[config.mk]
export PLATFORM = sky130hd
export DESIGN_NAME = lnf_front
export DESIGN_NICKNAME = d
export VERILOG_FILES = /design/src/hw/rtl/lnf_pkg.sv /design/src/hw/rtl/lnf_front.sv
export SDC_FILE = /design/constraint.sdc
export NUM_CORES = 1
export LEC_CHECK = 0
export BUFFER_PORTS_ARGS = -buffer_cell sky130_fd_sc_hd__buf_2
export CORE_UTILIZATION = 37
export DETAILED_ROUTE_END_ITERATION = 10
export PLACE_DENSITY = 0.67
export SYNTH_ARGS = -nofsm -noshare
export SYNTH_HDL_FRONTEND = slang
export SYNTH_SLANG_ARGS = --single-unit
export TNS_END_PERCENT = 1
[constraint.sdc]
create_clock -name clock -period 3.6 [get_ports clock]
set_clock_uncertainty 0.15 [all_clocks]
set_input_delay 0.18 -clock clock [delete_from_list [all_inputs] [get_ports clock]]
set_output_delay 0.18 -clock clock [all_outputs]
set_load 0.005 [all_outputs]
[src/hw/rtl/lnf_pkg.sv]
// ----------------------------------------------------------------------------
// lnf_pkg
// Shared types and constants of the layer normalization forward block.
// ----------------------------------------------------------------------------
package lnf_pkg;

   localparam int MAX_ROW   = 4096;
   localparam int COUNT_W   = 13;
   localparam int DIV_N_W   = 49;
   localparam int DIV_D_W   = 33;
   localparam int DIV_STEP_W = 6;
   localparam int ROOT_W    = 25;
   localparam int RAD_W     = 2 * ROOT_W;
   localparam int SQ_STEP_W = 5;
   localparam int FIFO_DEPTH = 4;
   localparam int FIFO_PTR_W = 2;
   localparam int FIFO_CNT_W = 3;

   localparam logic [23:0] INV_MAX = 24'hFFFFFF;

   localparam logic [1:0] MODE_MEAN = 2'd0;
   localparam logic [1:0] MODE_VAR  = 2'd1;
   localparam logic [1:0] MODE_NORM = 2'd2;
   localparam logic [1:0] MODE_LOAD = 2'd3;

   localparam logic [1:0] REG_EPSILON      = 2'd0;
   localparam logic [1:0] REG_OUTPUT_SCALE = 2'd1;
   localparam logic [1:0] REG_SCALE_ENABLE = 2'd2;
   localparam logic [1:0] REG_SHIFT_ENABLE = 2'd3;

   localparam logic KIND_ELEMENT = 1'b0;
   localparam logic KIND_STATS   = 1'b1;

   typedef enum logic [1:0] {
      OP_MEAN = 2'd0,
      OP_VAR  = 2'd1,
      OP_NORM = 2'd2,
      OP_LOAD = 2'd3
   } op_type;

   typedef struct packed {
      op_type             op;
      logic signed [15:0] sample;
      logic signed [15:0] scale_value;
      logic signed [15:0] shift_value;
      logic signed [15:0] given_mean;
      logic [31:0]        given_variance;
      logic               last;
   } item_type;

   typedef struct packed {
      logic [15:0] epsilon;
      logic [15:0] output_scale;
      logic        scale_enable;
      logic        shift_enable;
   } cfg_type;

   typedef struct packed {
      logic               start;
      logic [DIV_N_W-1:0] dividend;
      logic [DIV_D_W-1:0] divisor;
   } div_req_type;

   typedef struct packed {
      logic               done;
      logic [DIV_N_W-1:0] quotient;
   } div_rsp_type;

   typedef struct packed {
      logic             start;
      logic [RAD_W-1:0] radicand;
   } sqrt_req_type;

   typedef struct packed {
      logic              done;
      logic [ROOT_W-1:0] root;
   } sqrt_rsp_type;

endpackage

[src/hw/rtl/lnf_front.sv]
// ----------------------------------------------------------------------------
// lnf_front
// Input side: takes items, decodes the mode and queues them for the back end.
// ----------------------------------------------------------------------------
module lnf_front (
   input  logic                clock,
   input  logic                reset,
   input  logic                req_valid,
   output logic                req_stall,
   input  logic [1:0]          req_mode,
   input  logic signed [15:0]  req_sample,
   input  logic signed [15:0]  req_scale_value,
   input  logic signed [15:0]  req_shift_value,
   input  logic signed [15:0]  req_given_mean,
   input  logic [31:0]         req_given_variance,
   input  logic                req_last,
   output logic                item_valid,
   output lnf_pkg::item_type   item,
   input  logic                item_pop
);
   import lnf_pkg::*;

   item_type              queue_ff [FIFO_DEPTH];
   logic [FIFO_PTR_W-1:0] wr_ptr_ff, wr_ptr_in;
   logic [FIFO_PTR_W-1:0] rd_ptr_ff, rd_ptr_in;
   logic [FIFO_CNT_W-1:0] count_ff, count_in;
   item_type              new_item;
   logic                  push;
   logic                  pop;

   always_comb begin
      unique case (req_mode)
         MODE_MEAN: new_item.op = OP_MEAN;
         MODE_VAR:  new_item.op = OP_VAR;
         MODE_NORM: new_item.op = OP_NORM;
         MODE_LOAD: new_item.op = OP_LOAD;
         default:   new_item.op = OP_MEAN;
      endcase
      new_item.sample         = req_sample;
      new_item.scale_value    = req_scale_value;
      new_item.shift_value    = req_shift_value;
      new_item.given_mean     = req_given_mean;
      new_item.given_variance = req_given_variance;
      new_item.last           = req_last;
   end

   assign req_stall  = (count_ff == FIFO_CNT_W'(FIFO_DEPTH));
   assign push       = req_valid && !req_stall;
   assign item_valid = (count_ff != '0);
   assign pop        = item_pop && item_valid;
   assign item       = queue_ff[rd_ptr_ff];

   always_comb begin
      wr_ptr_in = push ? wr_ptr_ff + 1'b1 : wr_ptr_ff;
      rd_ptr_in = pop ? rd_ptr_ff + 1'b1 : rd_ptr_ff;
      count_in  = count_ff;
      if (push && !pop) begin
         count_in = count_ff + 1'b1;
      end else if (pop && !push) begin
         count_in = count_ff - 1'b1;
      end
   end

   always_ff @(posedge clock) begin
      if (reset) begin
         wr_ptr_ff <= '0;
         rd_ptr_ff <= '0;
         count_ff  <= '0;
      end else begin
         wr_ptr_ff <= wr_ptr_in;
         rd_ptr_ff <= rd_ptr_in;
         count_ff  <= count_in;
      end
   end

   always_ff @(posedge clock) begin
      if (push) begin
         queue_ff[wr_ptr_ff] <= new_item;
      end
   end

endmodule

==> metrics.cfg <==
[status]
outcome = complete, no violations

[placement]
hpwl_mm = 16.91
dp.cells = 1278
gp_congestion = 0.6859
postPlaceCellArea_mm2 = 0.01645
numPortBuffers = 203

[logic_synthesis]
synth_top_area_frac = 0.8080
yosys-top-cells-count = edfxtp_1, mux4_2, clkbuf_1, buf_2, dfxtp_1
yosysMostFrequentCell = edfxtp_1
yosys.area.top_type = edfxtp_1
synth_ff_type = edfxtp_1
synth_async_sr_flop_share = 0
synthXorXnorAreaFrac = 0.002381
synthMuxAreaShare = 0.1529
synth_cells = 567
yosysSeqAreaShare = 0.8203
synthesis.nets = 676
syn_avg_cell_area_um2 = 25.96
ys_ff_latch = 405
synth_simple_gate_area_frac = 0.005866
synth_top_family_by_area = multiplexers
yosys_warnings = 0
synth_edf_count = 396
synth.distinct_cells = 22
synth_fa_ha_area_frac = 0.005611
synth_compound_area_frac = 0.002466
synth.cell_area_mm2 = 0.01472
synth.top_cells.by_area = edfxtp_1, mux4_2, dfxtp_1

[min_path]
hold_path_class = in2reg

[critical_path]
worstSetupEndpointType = output port
cp_slowest_stage_delay_ns = 0.69
start_kind = flop
critPathKind = reg2out
crit_path_max_fanout = 39
required_ns = 3.27
path_cells = buf_12, mux4_2, buf_2
slowest_stage = dfxtp_4
worstPathArrival_ns = 2.38

[cts]
ctsResizeCount = 0
cts-root-buf = clkbuf_16
cts_tree = yes
clock_path_buffers = 3
cts_max_level = 2
cts_buffers = 42
cts_num_sinks = 405
path_clk_slew_ns = 0.06
clock_latency_ns = 0.54
cts_setup_buffers = 0
cts.hold.buffers_added = 102

[routing]
first_iter_violations = 293
drtPass1Iterations = 4
finalWirelength_mm = 28.77
vias_per_cell = 4.799
postRouteAntennaNets = 0
wl_per_cell_um = 19.78
dr_total_vias = 6983
drc = 0

[power]
ir_drop_uv = 429.7
clkPwrFrac = 0.328
p_sw_mw = 3.097
combPwrFrac = 0.208
switching_share = 0.2455
leakagePower_nw = 6.349
powerDensity_mw_per_mm2 = 671.1
seqPwrFrac = 0.465
intPower_mw = 9.518

[global_route]
grtUsageTotal = 0.1434
grt_pass1_vias = 7682
antenna_found_initial = 1
grt_overflow = 0
grt_first_pass_wirelength_mm = 44.09
grt_max_degree = 53

[sta]
drv_slew = 0
setup_viol = 0
period_share = 0.7519
slew_headroom = 0.6438
fmax_mhz = 369.4
rsz0062_at_grt = no
fin_hold_ws_ns = 0.2425
hold_viol_final = 0
finalCriticalPeriod_ns = 2.707
tightest_slew_ns = 0.5343
tns_ns = 0

[die]
core_mm2 = 0.03892
start_util = 0.3782
num_io_pins = 204
dieArea_mm2 = 0.04058
die_x_um = 201.4
core.rowCount = 72
die_h_um = 201.4

[layout]
n_fill_cell = 3211
nNetsFinal = 1015
finalInstanceArea_mm2 = 0.01880
drive_gt1_frac = 0.4113
fin_cells = 1455
area_growth_pct = 27.74
postLayoutCoreUtil = 0.4831

[flow_run]
cap_violations = 0

[final timing paths]
path | from | end | slack (ns) | cells past startpoint
hold / removal | req_given_variance[22] | queue_ff[3][23] | 0.24 | 2
setup / recovery | flop | item[82] | 0.89 | 3
setup reg to reg | count_ff[0] | count_ff[2] | 1.11 | 8
hold reg to reg | rd_ptr_ff[0] | rd_ptr_ff[0] | 0.38 | 2
[per-layer routing]
layer  track usage  share of wire  up-vias
li1              -              -     3114
met1        0.1911           0.44     3631
met2        0.2270           0.48      190
met3       0.04373          0.062       48
met4       0.04302          0.019        0
met5             0              0        -
[power groups by stage]
stage                     logic, mW  clock network (mW)  registers, mW
final                          2.62                4.14           5.86
after global routing           2.84                4.42           5.91
after CTS                      2.71                4.26           5.88
after detailed placement       2.60                   0           5.97
after global placement         2.59                   0           5.95
after floorplan                1.62                   0           5.87
[area by class of cell]
| class | count | area [um^2] | share of cell area |
|---|---|---|---|
| Tap cell | 518 | 648.1 | 0.03448 |
| Inverter | 4 | 15.01 | 0.0007987 |
| Timing Repair Buffer | 320 | 2225 | 0.1183 |
| Clock buffer | 53 | 1176 | 0.06256 |
| Multi-Input combinational cell | 133 | 2500 | 0.1330 |
| Sequential cell | 405 | 12080 | 0.6425 |
| Clock inverter | 21 | 153.9 | 0.008186 |
| Antenna cell | 1 | 2.502 | 0.0001331 |
[cells by family after synthesis]
group / count (synthesis)
compound gates: 6
xor+xnor: 4
fa+ha+maj: 6
buf+inv: 29
flops: 405
mux: 101
simple gates: 16
[metrics by stage]
step / power (mW) / setup slack (ns)
after floorplan: 7.490 / -0.1361
after global placement: 8.542 / 1.182
after detailed placement: 8.577 / 1.102
after CTS: 12.85 / 0.7482
after global routing: 13.17 / 0.6964
final: 12.62 / 0.8931
[flip-flops by register name, indices dropped and copies added (netlist names), named ones only]
name / flops
wr_ptr_ff: 2
rd_ptr_ff: 2
queue_ff: 396
count_ff: 3
[placed cells by master, fill, tap and decap left out]
cell / instances
nand2b_1: 2
clkinvlp_4: 1
and2_4: 4
ha_1: 5
clkbuf_1: 6
clkbuf_8: 2
fa_1: 1
edfxtp_1: 396
buf_4: 9
dfxtp_4: 2
or3_1: 3
inv_1: 4
diode_2: 1
dfxtp_1: 7
clkinv_2: 11
mux2i_1: 2
nor2_1: 6
xor2_1: 4
clkinv_1: 6
clkbuf_16: 45
o31ai_1: 1
inv_6: 1
nor3b_1: 1
bufinv_16: 2
o311ai_0: 1
buf_12: 6
a21oi_1: 2
dlygate4sd3_1: 102
mux4_2: 99
o21ai_0: 2
buf_2: 203
[worst max-delay path: cells and delay by family (launching register included)]
family | cells | cell delay (ns)
buffers and inverters | 2 | 0.53
multiplexers | 1 | 0.57
flip-flops | 1 | 0.69
(Power assumes the default switching activity.)
